$ cat src/rtl/mcd_pkg.sv
// ----------------------------------------------------------------------------
// mcd_pkg
// Shared types and codes for the multi-contact debouncer.
// ----------------------------------------------------------------------------
package mcd_pkg;

    // request kinds carried on s_tuser
    localparam logic ACTION_INIT = 1'b0;
    localparam logic ACTION_POLL = 1'b1;

    // configuration register indexes
    localparam int CFG_ADDR_W = 2;
    localparam int CFG_DATA_W = 16;
    localparam logic [CFG_ADDR_W-1:0] CFG_DEBOUNCE   = 2'd0;
    localparam logic [CFG_ADDR_W-1:0] CFG_SERVICE    = 2'd1;
    localparam logic [CFG_ADDR_W-1:0] CFG_PIN_MAP    = 2'd2;
    localparam logic [CFG_ADDR_W-1:0] CFG_ACTIVE_LVL = 2'd3;

    // register reset values
    localparam logic [15:0] DEBOUNCE_RESET = 16'd50;
    localparam logic [3:0]  SERVICE_RESET  = 4'd0;
    localparam logic [15:0] PIN_MAP_RESET  = 16'h00A9;
    localparam logic        ACTIVE_RESET   = 1'b0;

    localparam int PIN_IDX_W = 4;
    localparam int PINS_W    = 16;
    localparam int STAMP_W   = 32;

    // what one lane reports for the request being taken
    typedef struct packed {
        logic stable;   // stable level after this request
        logic changed;  // stable level flipped on this request
    } lane_stat_t;

endpackage

$ cat src/rtl/multi_contact_debouncer.sv
// ----------------------------------------------------------------------------
// multi_contact_debouncer
// Time-based debouncer for one service switch and CONTACTS door contacts.
// ----------------------------------------------------------------------------
// The result of an accepted request is registered and shows on m_tvalid in the cycle after the accept.
// Throughput: one request per cycle while s_tready is high; every lane updates in the accept cycle.
// s_tready drops only while a result is held and m_tready is low.
// Reset clears levels, output valid and the initialised flag; the first
// request after reset loads every channel from its snapshot.
module multi_contact_debouncer #(
    parameter int CONTACTS  = 2,
    parameter int TIME_BITS = 32
) (
    input  logic                                aclk,
    input  logic                                aresetn,
    input  logic                                s_tvalid,
    output logic                                s_tready,
    input  logic [47:0]                         s_tdata,  // sample_time, pin_levels
    input  logic                                s_tuser,  // action
    output logic                                m_tvalid,
    input  logic                                m_tready,
    // service_changed, service_mode, contact_events, contact_levels, zero pad
    output logic [((2*CONTACTS+2+7)/8)*8-1:0]   m_tdata,
    input  logic                                cfg_wr_en,
    input  logic [mcd_pkg::CFG_ADDR_W-1:0]      cfg_addr,
    input  logic [mcd_pkg::CFG_DATA_W-1:0]      cfg_wdata
);
    import mcd_pkg::*;

    localparam int OUT_W = ((2*CONTACTS+2+7)/8)*8;

    logic [15:0]            interval_reg;
    logic [PIN_IDX_W-1:0]   service_pin_reg;
    logic [15:0]            pin_map_reg;
    logic                   active_reg;
    logic                   ready_reg;

    logic                   accept;
    logic                   init;
    logic [TIME_BITS-1:0]   now;
    logic [PINS_W-1:0]      pins;
    lane_stat_t [CONTACTS:0] lane_stat;
    logic [PIN_IDX_W-1:0]   lane_pin [CONTACTS+1];

    assign s_tready = ~m_tvalid | m_tready;
    assign accept   = s_tvalid & s_tready;
    assign init     = (s_tuser == ACTION_INIT) | ~ready_reg;
    assign now      = s_tdata[TIME_BITS-1:0];
    assign pins     = s_tdata[STAMP_W +: PINS_W];

    always_ff @(posedge aclk) begin
        if (!aresetn) begin
            interval_reg    <= DEBOUNCE_RESET;
            service_pin_reg <= SERVICE_RESET;
            pin_map_reg     <= PIN_MAP_RESET;
            active_reg      <= ACTIVE_RESET;
        end else if (cfg_wr_en) begin
            unique case (cfg_addr)
                CFG_DEBOUNCE:   interval_reg    <= cfg_wdata;
                CFG_SERVICE:    service_pin_reg <= cfg_wdata[PIN_IDX_W-1:0];
                CFG_PIN_MAP:    pin_map_reg     <= cfg_wdata;
                CFG_ACTIVE_LVL: active_reg      <= cfg_wdata[0];
                default:        ;
            endcase
        end
    end

    always_ff @(posedge aclk) begin
        if (!aresetn) begin
            ready_reg <= 1'b0;
        end else if (accept) begin
            ready_reg <= 1'b1;
        end
    end

    assign lane_pin[0] = service_pin_reg;

    genvar g;
    generate
        for (g = 0; g < CONTACTS; g++) begin : g_pin
            assign lane_pin[g+1] = pin_map_reg[PIN_IDX_W*g +: PIN_IDX_W];
        end
        for (g = 0; g <= CONTACTS; g++) begin : g_lane
            mcd_lane #(
                .TIME_BITS (TIME_BITS)
            ) u_lane (
                .aclk         (aclk),
                .aresetn      (aresetn),
                .en           (accept),
                .init         (init),
                .pin_sel      (lane_pin[g]),
                .pin_levels   (pins),
                .active_level (active_reg),
                .now          (now),
                .interval     (interval_reg),
                .stat         (lane_stat[g])
            );
        end
    endgenerate

    mcd_merge #(
        .CONTACTS (CONTACTS),
        .OUT_W    (OUT_W)
    ) u_merge (
        .aclk      (aclk),
        .aresetn   (aresetn),
        .load      (accept),
        .lane_stat (lane_stat),
        .m_tready  (m_tready),
        .m_tvalid  (m_tvalid),
        .m_tdata   (m_tdata)
    );

    a_result_follows: assert property (@(posedge aclk) disable iff (!aresetn)
        accept |=> m_tvalid)
        else $error("accepted request produced no result");

    a_init_quiet: assert property (@(posedge aclk) disable iff (!aresetn)
        (accept && init) |=> (m_tdata[0] == 1'b0 && m_tdata[2 +: CONTACTS] == '0))
        else $error("initialisation reported a change");

    a_service_mask: assert property (@(posedge aclk) disable iff (!aresetn)
        (m_tvalid && m_tdata[1]) |-> (m_tdata[2 +: CONTACTS] == '0))
        else $error("contact event reported in service mode");

    a_ready_sticks: assert property (@(posedge aclk) disable iff (!aresetn)
        !$fell(ready_reg))
        else $error("initialised flag lost without reset");

    a_init_first: assert property (@(posedge aclk) disable iff (!aresetn)
        (accept && !ready_reg) |-> init)
        else $error("first request after reset not taken as initialisation");

endmodule

$ cat src/rtl/mcd_lane.sv
// ----------------------------------------------------------------------------
// mcd_lane
// One debounce channel: pin select, candidate tracking and hold-time check.
// ----------------------------------------------------------------------------
module mcd_lane #(
    parameter int TIME_BITS = 32
) (
    input  logic                              aclk,
    input  logic                              aresetn,
    input  logic                              en,
    input  logic                              init,
    input  logic [mcd_pkg::PIN_IDX_W-1:0]     pin_sel,
    input  logic [mcd_pkg::PINS_W-1:0]        pin_levels,
    input  logic                              active_level,
    input  logic [TIME_BITS-1:0]              now,
    input  logic [15:0]                       interval,
    output mcd_pkg::lane_stat_t               stat
);
    import mcd_pkg::*;

    logic                 stable_reg, stable_next;
    logic                 cand_reg, cand_next;
    logic [TIME_BITS-1:0] time_reg, time_next;
    logic                 act;
    logic [TIME_BITS-1:0] elapsed;
    logic                 changed;

    assign act = (pin_levels[pin_sel] == active_level);

    always_comb begin
        cand_next   = act;
        time_next   = (act != cand_reg) ? now : time_reg;
        elapsed     = now - time_next;
        stable_next = stable_reg;
        changed     = 1'b0;
        if (init) begin
            stable_next = act;
            time_next   = now;
        end else if (act != stable_reg && elapsed >= TIME_BITS'(interval)) begin
            stable_next = act;
            changed     = 1'b1;
        end
    end

    always_ff @(posedge aclk) begin
        if (!aresetn) begin
            stable_reg <= 1'b0;
            cand_reg   <= 1'b0;
        end else if (en) begin
            stable_reg <= stable_next;
            cand_reg   <= cand_next;
        end
    end

    always_ff @(posedge aclk) begin
        if (en) begin
            time_reg <= time_next;
        end
    end

    assign stat.stable  = stable_next;
    assign stat.changed = changed;

endmodule

$ cat src/rtl/mcd_merge.sv
// ----------------------------------------------------------------------------
// mcd_merge
// Combines lane reports into one result and holds it in the output register.
// ----------------------------------------------------------------------------
module mcd_merge #(
    parameter int CONTACTS = 2,
    parameter int OUT_W    = 8
) (
    input  logic                                 aclk,
    input  logic                                 aresetn,
    input  logic                                 load,
    input  mcd_pkg::lane_stat_t [CONTACTS:0]     lane_stat,
    input  logic                                 m_tready,
    output logic                                 m_tvalid,
    output logic [OUT_W-1:0]                     m_tdata
);
    import mcd_pkg::*;

    logic                valid_reg, valid_next;
    logic [OUT_W-1:0]    data_reg, data_next;
    logic [CONTACTS-1:0] events;
    logic [CONTACTS-1:0] levels;
    logic                svc_mode;

    assign svc_mode = lane_stat[0].stable;

    always_comb begin
        for (int i = 0; i < CONTACTS; i++) begin
            levels[i] = lane_stat[i+1].stable;
            // contact events masked while the updated service mode is on
            events[i] = lane_stat[i+1].changed & ~svc_mode;
        end
    end

    always_comb begin
        data_next  = OUT_W'({levels, events, svc_mode, lane_stat[0].changed});
        valid_next = valid_reg;
        if (load) begin
            valid_next = 1'b1;
        end else if (m_tready) begin
            valid_next = 1'b0;
        end
    end

    always_ff @(posedge aclk) begin
        if (!aresetn) begin
            valid_reg <= 1'b0;
        end else begin
            valid_reg <= valid_next;
        end
    end

    always_ff @(posedge aclk) begin
        if (load) begin
            data_reg <= data_next;
        end
    end

    assign m_tvalid = valid_reg;
    assign m_tdata  = data_reg;

endmodule
$ cat config.mk
export PLATFORM = sky130hd
export DESIGN_NAME = multi_contact_debouncer
export DESIGN_NICKNAME = d
export VERILOG_FILES = /design/src/rtl/mcd_pkg.sv /design/src/rtl/multi_contact_debouncer.sv /design/src/rtl/mcd_lane.sv /design/src/rtl/mcd_merge.sv
export SDC_FILE = /design/constraint.sdc
export NUM_CORES = 1
export LEC_CHECK = 0
export ABC_CLOCK_PERIOD_IN_PS = 7400
export BUFFER_PORTS_ARGS = -buffer_cell sky130_fd_sc_hd__clkbuf_2
export CORE_UTILIZATION = 30
export DETAILED_ROUTE_END_ITERATION = 8
export GPL_TIMING_DRIVEN = 0
export PLACE_DENSITY = 0.52
export SYNTH_ARGS = -nofsm -noshare
export SYNTH_HDL_FRONTEND = slang
export SYNTH_SLANG_ARGS = --single-unit
export TNS_END_PERCENT = 20
$ cat constraint.sdc
create_clock -name aclk -period 7.4 [get_ports aclk]
set_input_delay 0.74 -clock aclk [delete_from_list [all_inputs] [get_ports aclk]]
set_output_delay 0.74 -clock aclk [all_outputs]
set_load 0.01 [all_outputs]
Word level (Yosys, flattened, before mapping)

Cells that the tools add are included.

Bits of input ports: 72
Latch bits: 0
Output and inout port bits: 10
Bits in registers: 139
Memory bits (read-only): 0
Memory bits (writable): 0
Memories: 0
Word-level logic and storage cells: 81

$add $sub $neg: 3
Order comparisons: 6
Equality and inequality tests: 12
$mul: 0
Bitwise operators: 9
Shift-type cells: 0
Divide/modulo/power cells: 0
Mux-type cells: 25
Reduce and logical (&&, ||, !) cells: 9

Operators by type and width:

| kind                                                                         | count |
|---|---|
| 32-bit 2-to-1 mux                                                            | 6 |
| 32-bit by 16-bit greater-or-equal comparator with 1-bit output               | 3 |
| 32-bit subtractor                                                            | 3 |
| 1-bit 2-to-1 mux                                                             | 16 |
| 4-bit by 5-bit less-than comparator with 1-bit output, second input constant | 3 |
| 1-bit binary-select mux with 4-bit select                                    | 3 |
| 2-bit AND reduction                                                          | 4 |
| 1-bit != test                                                                | 6 |
| 2-bit equality test, second input constant                                   | 2 |
| 1-bit NOT                                                                    | 4 |
| 1-bit AND                                                                    | 3 |
| 1-bit equality test                                                          | 3 |
| 1-bit logical AND                                                            | 3 |
| 2-bit by 1-bit equality test with 1-bit output, second input constant        | 1 |
| 2-bit logical NOT                                                            | 1 |
| 1-bit OR                                                                     | 2 |
| 2-bit nonzero test                                                           | 1 |

Depth between registers and ports, before layout

Depth after elaboration: 12
Mapped depth: 35
Mapped depth without buffers: 30

By module

From an unflattened synthesis, not the netlist that was laid out.

Cell total of the unflattened synthesis: 2,084
Area, all modules: 16,925.0 µm²

Modules (own cells, without submodules):

| module                           | instances | seq. area each (µm²) | area an instance (µm²) | cells an instance |
|---|---|---|---|---|
| mcd_lane at g_lane[0].u_lane ... | 2         | 1,001.0              | 5,152.4                | 644 |
| mcd_lane at g_lane[2].u_lane     | 1         | 1,001.0              | 5,221.3                | 658 |
| multi_contact_debouncer          | 1         | 600.6                | 1,146.1                | 124 |
| mcd_merge                        | 1         | 200.2                | 252.7                  | 14 |

Worst setup path before layout

No wires, ideal clock.

Kind: input-to-reg
Start point: in s_tdata[39]
End point: reg u_merge.data_reg[5], in the netlist u_merge.m_tdata[5], data pin
Slack: 0.017 ns
Stages: 32
Arrival: 7.123 ns
Library setup time: 0.260 ns
Data required time: 7.140 ns
Path buffers: 4
Cells stage by stage: mux4_2 -> mux2_2 -> mux2i_1 -> nor2_1 -> clkbuf_1 -> buf_1 -> clkbuf_1 -> nand2_1 -> o21ai_0 -> ha_1 -> clkbuf_1 -> inv_1 -> a31oi_1 -> o22ai_1 -> a21o_1 -> a221oi_1 -> a22oi_1 -> a2bb2oi_1 -> and2_1 -> nor4_1 -> a211oi_1 -> ha_1 -> a21o_1 -> a211oi_1 -> a21oi_1 -> nor4_1 -> o2111ai_1 -> nor4_1 -> nor4b_1 -> nand4_1 -> nor4_1 -> mux2_2

Cells in the longest elaborated chain, start to end: 10
Elaborated cells between the ends (all ways): 11
Classes of those cells: add/sub: 1; order compare: 1; eq/ne: 3; mux: 5; reduce/logical: 1

Ends and longest elaborated chain:

| element                                                        | line                          | RTL |
|---|---|---|
| start: declaration                                             | multi_contact_debouncer.sv:18 | `input logic [47:0] s_tdata,` |
| 1-bit binary-select mux with 4-bit select (*)                  | mcd_lane.sv:28                | `assign act = (pin_levels[pin_sel] == active_level);` |
| 1-bit 2-to-1 mux (implied by the code) (*)                     | mcd_lane.sv:28                |  |
| 1-bit equality test (*)                                        | mcd_lane.sv:28                |  |
| 1-bit != test                                                  | mcd_lane.sv:32                | `time_next = (act != cand_reg) ? now : time_reg;` |
| 32-bit 2-to-1 mux                                              | mcd_lane.sv:32                |  |
| 32-bit subtractor                                              | mcd_lane.sv:33                | `elapsed = now - time_next;` |
| 32-bit by 16-bit greater-or-equal comparator with 1-bit output | mcd_lane.sv:39                | `end else if (act != stable_reg && elapsed >= TIME_BITS'(interval)) begin` |
| 1-bit logical AND                                              | mcd_lane.sv:39                |  |
| 1-bit 2-to-1 mux                                               | mcd_lane.sv:39                |  |
| 1-bit 2-to-1 mux (*)                                           | mcd_lane.sv:36                | `if (init) begin` |
| named net g_lane[2].u_lane.stable_next                         | mcd_lane.sv:21                | `logic stable_reg, stable_next;` |
| end signal: assignment                                         | mcd_merge.sv:55               | `data_reg <= data_next;` |
| end: declaration                                               | mcd_merge.sv:20               | `logic [OUT_W-1:0] data_reg, data_next;` |

The timed path passes the listed nets; every way through them passes the cells marked *. The select of a mux whose other input is x is not followed.
A chain may end at the register's enable or synchronous reset.

Final worst setup path

Start point: reg pin_map_reg[1]
End point: reg u_merge.data_reg[4], in the netlist u_merge.m_tdata[4], data pin

Cells in the longest elaborated chain, start to end: 10
Elaborated cells between the ends (all ways): 11
Classes of those cells: add/sub: 1; order compare: 1; eq/ne: 3; mux: 5; reduce/logical: 1

Ends and longest elaborated chain:

| element                                                        | line                          | RTL |
|---|---|---|
| start: declaration                                             | multi_contact_debouncer.sv:34 | `logic [15:0] pin_map_reg;` |
| start signal: assignment                                       | multi_contact_debouncer.sv:61 | `CFG_PIN_MAP: pin_map_reg <= cfg_wdata;` |
| 1-bit binary-select mux with 4-bit select (*)                  | mcd_lane.sv:28                |  |
| 1-bit 2-to-1 mux (implied by the code) (*)                     | mcd_lane.sv:28                |  |
| 1-bit equality test (*)                                        | mcd_lane.sv:28                |  |
| 1-bit != test                                                  | mcd_lane.sv:32                |  |
| 32-bit 2-to-1 mux                                              | mcd_lane.sv:32                |  |
| 32-bit subtractor                                              | mcd_lane.sv:33                |  |
| 32-bit by 16-bit greater-or-equal comparator with 1-bit output | mcd_lane.sv:39                |  |
| 1-bit logical AND                                              | mcd_lane.sv:39                |  |
| 1-bit 2-to-1 mux                                               | mcd_lane.sv:39                |  |
| 1-bit 2-to-1 mux (*)                                           | mcd_lane.sv:36                |  |
| named net g_lane[1].u_lane.stable_next                         | mcd_lane.sv:21                |  |

Marked as above.

==> results.toml <==
[cells_and_area]
postLayoutCellArea_um2 = 17500
synth_to_final_area_change_pct = 14.2
post_layout_util_pct = 34.8
fillers = 5359
finish.net_count = 2185
largest_register_ff_count = 96
post_route_cells_drive_above_1_share_pct = 11.3
n_antenna_cell = 0
instances_no_fill = 2687

[floorplan]
io_pins = 82
die_h_um = 228
fp.dieW_um = 228
die_area_um2 = 52000
rows = 82
initial_standard_cell_utilization_of_the_core_pct = 30.5
core_region_area_um2 = 50300

[timing]
final-hold-violation-count = 0
timing.final.max_slew_violations = 0
fin_crit_share_pct = 96.4
max_clock_freq_mhz = 140
final_period_minus_worst_setup_slack_ps = 7130
totalNegativeSetupSlack_ps = 0
post-route-worst-setup-slack_ps = 267
slew_headroom_pct = 24.6
finalSetupViolations = 0
rsz_0062_raised_after_global_routing = "false"
hold_worst_slack_ps = 461
worstMarginPinSlew_ps = 1130
finalClockSkew_ps = 14.6

[clock_network]
clock_tree.htree_level_count = 4
cts.path.max_buffers = 2
path_clk_slew_ps = 60
tritoncts_sinks = 139
clock_buffers_created_by_tritoncts = 17
clock_latency_ps = 490
hold_buffers = 0
cts_tree = "done"
clock_tree.root_cell = "sky130_fd_sc_hd__clkbuf_16"

[global_routing]
grt_remaining_overflow = 0
number_of_antenna_violations_at_the_first_check_in_global_routing = 0
first_global_vias = 14600
all_layer_global_routing_usage_pct = 21.8
grt_start_max_net_pins = 59
grt_pass1_wl_mm = 86.7

[route]
drcViolationCount = 0
route.detailed.wl_per_inst_um = 21.4
drt-total-wl_mm = 57.5
total_via_count_in_the_routed_design = 15300
iteration_0_drc_markers = 1115
dr_pass1_iterations = 5
detail_route.vias_per_cell = 5.69
ant_nets = 0

[synth]
netlist_instances = 1899
synth-seq-cells = 139
synth_area_um2 = 15300
synth_edf_count = 102
async_flop_share_pct = 0
synthFlopType = "sky130_fd_sc_hd__edfxtp_1"
postSynthAreaPerCell_um2 = 8.07
synth-warning-count = 0
ys_seq_area_share_pct = 24.8
post_synth_num_cell_types = 90

[placement]
post_placement_worst_setup_slack_ps = -2050
place.port_buffers = 74
placedInstanceArea_um2 = 16600
placedCellCount = 2647
gp_routability_congestion = 0.899
post_dp_hpwl_mm = 46.4

[worst_setup_path]
cp-start-kind = "flip-flop"
path_class = "flip-flop to flip-flop"
slowest_library_cell_on_the_worst_path = "sky130_fd_sc_hd__mux4_2"
worst-endpoint-required_ps = 7620
r2r_slack_ps = 270
critical_path.endpoint_type = "flip-flop"
crit_fanout = 10
worstReg2RegStart = "pin_map_reg[1]$_SDFFE_PN0P_"
crit_path_start = "pin_map_reg[1]$_SDFFE_PN0P_"
endpoint_of_the_worst_setup_timing_path = "u_merge.m_tdata[4]$_DFFE_PP_"
worst_reg2reg_path_depth = 29
critPathArrivalTime_ps = 7360
timing.rr.end = "u_merge.m_tdata[4]$_DFFE_PP_"
cpPeakStageDelay_ps = 560

[run_status]
run_status = "completed"

[power]
ir_worst_vdd_mv = 0.142
p_per_area_nw_per_um2 = 226
leakagePower_nw = 6.83
finalPower_mw = 3.96

[min_path]
worstHoldPathType = "flip-flop to flip-flop"

[flow_run]
maxCapViolations = 0
==> power breakdown <==
group | internal, mW | switching (mW) | total, mW
registers | 0.906 | 0.0365 | 0.942
logic | 0.803 | 1.32 | 2.12
clock network | 0.526 | 0.372 | 0.897
total | 2.23 | 1.73 | 3.96
==> logic make-up (layout without fill, tap and decap cells) <==
| family | after synthesis | after routing | share of synthesized area, % |
|---|---|---|---|
| adders and majority gates | 148 | 148 | 11.5 |
| AOI/OAI and AO/OA | 585 | 585 | 24.4 |
| other | 1 | 2 | 0.0245 |
| xor gates and xnor gates | 89 | 89 | 5.39 |
| muxes | 111 | 111 | 8.54 |
| DFF | 139 | 139 | 24.8 |
| and+or+nand+nor | 649 | 649 | 21.0 |
| buffers and inverters | 177 | 292 | 4.42 |
==> final cells by class <==
class,instances,area [um^2],area share [%]
Tap cell,672,841,4.81
Timing Repair Buffer,88,508,2.90
Multi-Input combinational cell,1584,11000,63.0
Buffer,97,422,2.41
Inverter,75,287,1.64
Sequential cell,139,3810,21.8
Clock inverter,9,80.1,0.458
Clock buffer,23,518,2.96
==> cell usage after synthesis, types with 6 or more instances <==
| library cell | number | area share, % |
|---|---|---|
| sky130_fd_sc_hd__o21a_1 | 9 | 0.44 |
| sky130_fd_sc_hd__inv_1 | 74 | 1.8 |
| sky130_fd_sc_hd__nand2_1 | 205 | 5.0 |
| sky130_fd_sc_hd__mux4_2 | 13 | 1.9 |
| sky130_fd_sc_hd__a31oi_1 | 23 | 0.94 |
| sky130_fd_sc_hd__a211o_1 | 7 | 0.40 |
| sky130_fd_sc_hd__ha_1 | 111 | 9.1 |
| sky130_fd_sc_hd__a21oi_1 | 202 | 6.6 |
| sky130_fd_sc_hd__a2111oi_0 | 9 | 0.51 |
| sky130_fd_sc_hd__nor4_1 | 22 | 0.90 |
| sky130_fd_sc_hd__nor2_1 | 138 | 3.4 |
| sky130_fd_sc_hd__xnor2_1 | 50 | 2.9 |
| sky130_fd_sc_hd__o221ai_1 | 12 | 0.69 |
| sky130_fd_sc_hd__o211ai_1 | 15 | 0.73 |
| sky130_fd_sc_hd__a21o_1 | 63 | 3.1 |
| sky130_fd_sc_hd__maj3_1 | 37 | 2.4 |
| sky130_fd_sc_hd__o22ai_1 | 8 | 0.33 |
| sky130_fd_sc_hd__edfxtp_1 | 102 | 20 |
| sky130_fd_sc_hd__or2_2 | 10 | 0.41 |
| sky130_fd_sc_hd__o21bai_1 | 24 | 1.2 |
| sky130_fd_sc_hd__nand4_1 | 39 | 1.6 |
| sky130_fd_sc_hd__and2_1 | 15 | 0.61 |
| sky130_fd_sc_hd__or3_1 | 10 | 0.41 |
| sky130_fd_sc_hd__o31ai_1 | 16 | 0.78 |
| sky130_fd_sc_hd__xor2_1 | 36 | 2.1 |
| sky130_fd_sc_hd__buf_1 | 11 | 0.27 |
| sky130_fd_sc_hd__mux2i_1 | 79 | 5.2 |
| sky130_fd_sc_hd__mux2_2 | 16 | 1.2 |
| sky130_fd_sc_hd__nand3_1 | 45 | 1.5 |
| sky130_fd_sc_hd__a211oi_1 | 15 | 0.73 |
| sky130_fd_sc_hd__and3_1 | 18 | 0.73 |
| sky130_fd_sc_hd__clkbuf_1 | 86 | 2.1 |
| sky130_fd_sc_hd__o21ai_0 | 110 | 3.6 |
| sky130_fd_sc_hd__dfxtp_1 | 37 | 4.8 |
| sky130_fd_sc_hd__o2111ai_1 | 8 | 0.46 |
| sky130_fd_sc_hd__nor2b_1 | 26 | 1.1 |
| sky130_fd_sc_hd__o311ai_0 | 6 | 0.34 |
| sky130_fd_sc_hd__nor3_1 | 38 | 1.2 |
| sky130_fd_sc_hd__nand2b_1 | 43 | 1.8 |
==> critical path, delay by kind of cell (launching register included) <==
kind,cells,cell delay (ps)
AND/OR/NAND/NOR,8,1820
AO/OA/AOI/OAI,9,1520
multiplexers,4,1400
adder cells (fa/ha/maj),3,730
buffers and inverters,3,560
XOR/XNOR,2,520
flip-flops,1,300
==> layer usage <==
layer  global-route usage (%)  part of all wire (%)  vias to the layer above
li1                         -                     -                     7326
met1                     29.9                    46                     7389
met2                     35.2                    46                      497
met3                     2.59                   5.3                       73
met4                     7.99                   2.9                        0
met5                        0                     0                        -
==> layout by cell type (no fill, tap or decap), types with 17 or more instances in the layout <==
cell                          n
sky130_fd_sc_hd__nand4_1     39
sky130_fd_sc_hd__inv_1       73
sky130_fd_sc_hd__nor4_1      18
sky130_fd_sc_hd__o21ai_0    108
sky130_fd_sc_hd__clkbuf_16   19
sky130_fd_sc_hd__nand3_1     44
sky130_fd_sc_hd__ha_1       107
sky130_fd_sc_hd__nand2_1    205
sky130_fd_sc_hd__clkbuf_2    77
sky130_fd_sc_hd__xor2_1      36
sky130_fd_sc_hd__and3_1      17
sky130_fd_sc_hd__xnor2_1     50
sky130_fd_sc_hd__a21o_1      63
sky130_fd_sc_hd__maj3_1      37
sky130_fd_sc_hd__nor2_1     137
sky130_fd_sc_hd__a21oi_1    197
sky130_fd_sc_hd__o21bai_1    24
sky130_fd_sc_hd__dfxtp_1     35
sky130_fd_sc_hd__edfxtp_1   102
sky130_fd_sc_hd__nand2b_1    43
sky130_fd_sc_hd__a31oi_1     23
sky130_fd_sc_hd__mux2i_1     76
sky130_fd_sc_hd__clkbuf_1    75
sky130_fd_sc_hd__nor3_1      37
sky130_fd_sc_hd__nor2b_1     26
==> worst min path at each step <==
stage,start,endpoint,slack [ps],cells past startpoint
after detailed placement,interval_reg[13]$_SDFFE_PN0P_,interval_reg[13]$_SDFFE_PN0P_,450,2
after CTS,s_tvalid,u_merge.m_tvalid$_SDFFE_PN0P_,460,3
after global routing,interval_reg[3]$_SDFFE_PN0P_,interval_reg[3]$_SDFFE_PN0P_,480,2
final,interval_reg[7]$_SDFFE_PN0P_,interval_reg[7]$_SDFFE_PN0P_,460,2
after floorplan,interval_reg[10]$_SDFFE_PN0P_,interval_reg[10]$_SDFFE_PN0P_,440,2
after global placement,interval_reg[8]$_SDFFE_PN0P_,interval_reg[8]$_SDFFE_PN0P_,450,2
==> repair_timing <==
item                       CTS  global route
resized for setup           37            32
pin swaps                    5            11
setup endpoints to repair    9             9
setup buffers                8             5
Note: power is estimated with default switching activity, not from simulation.
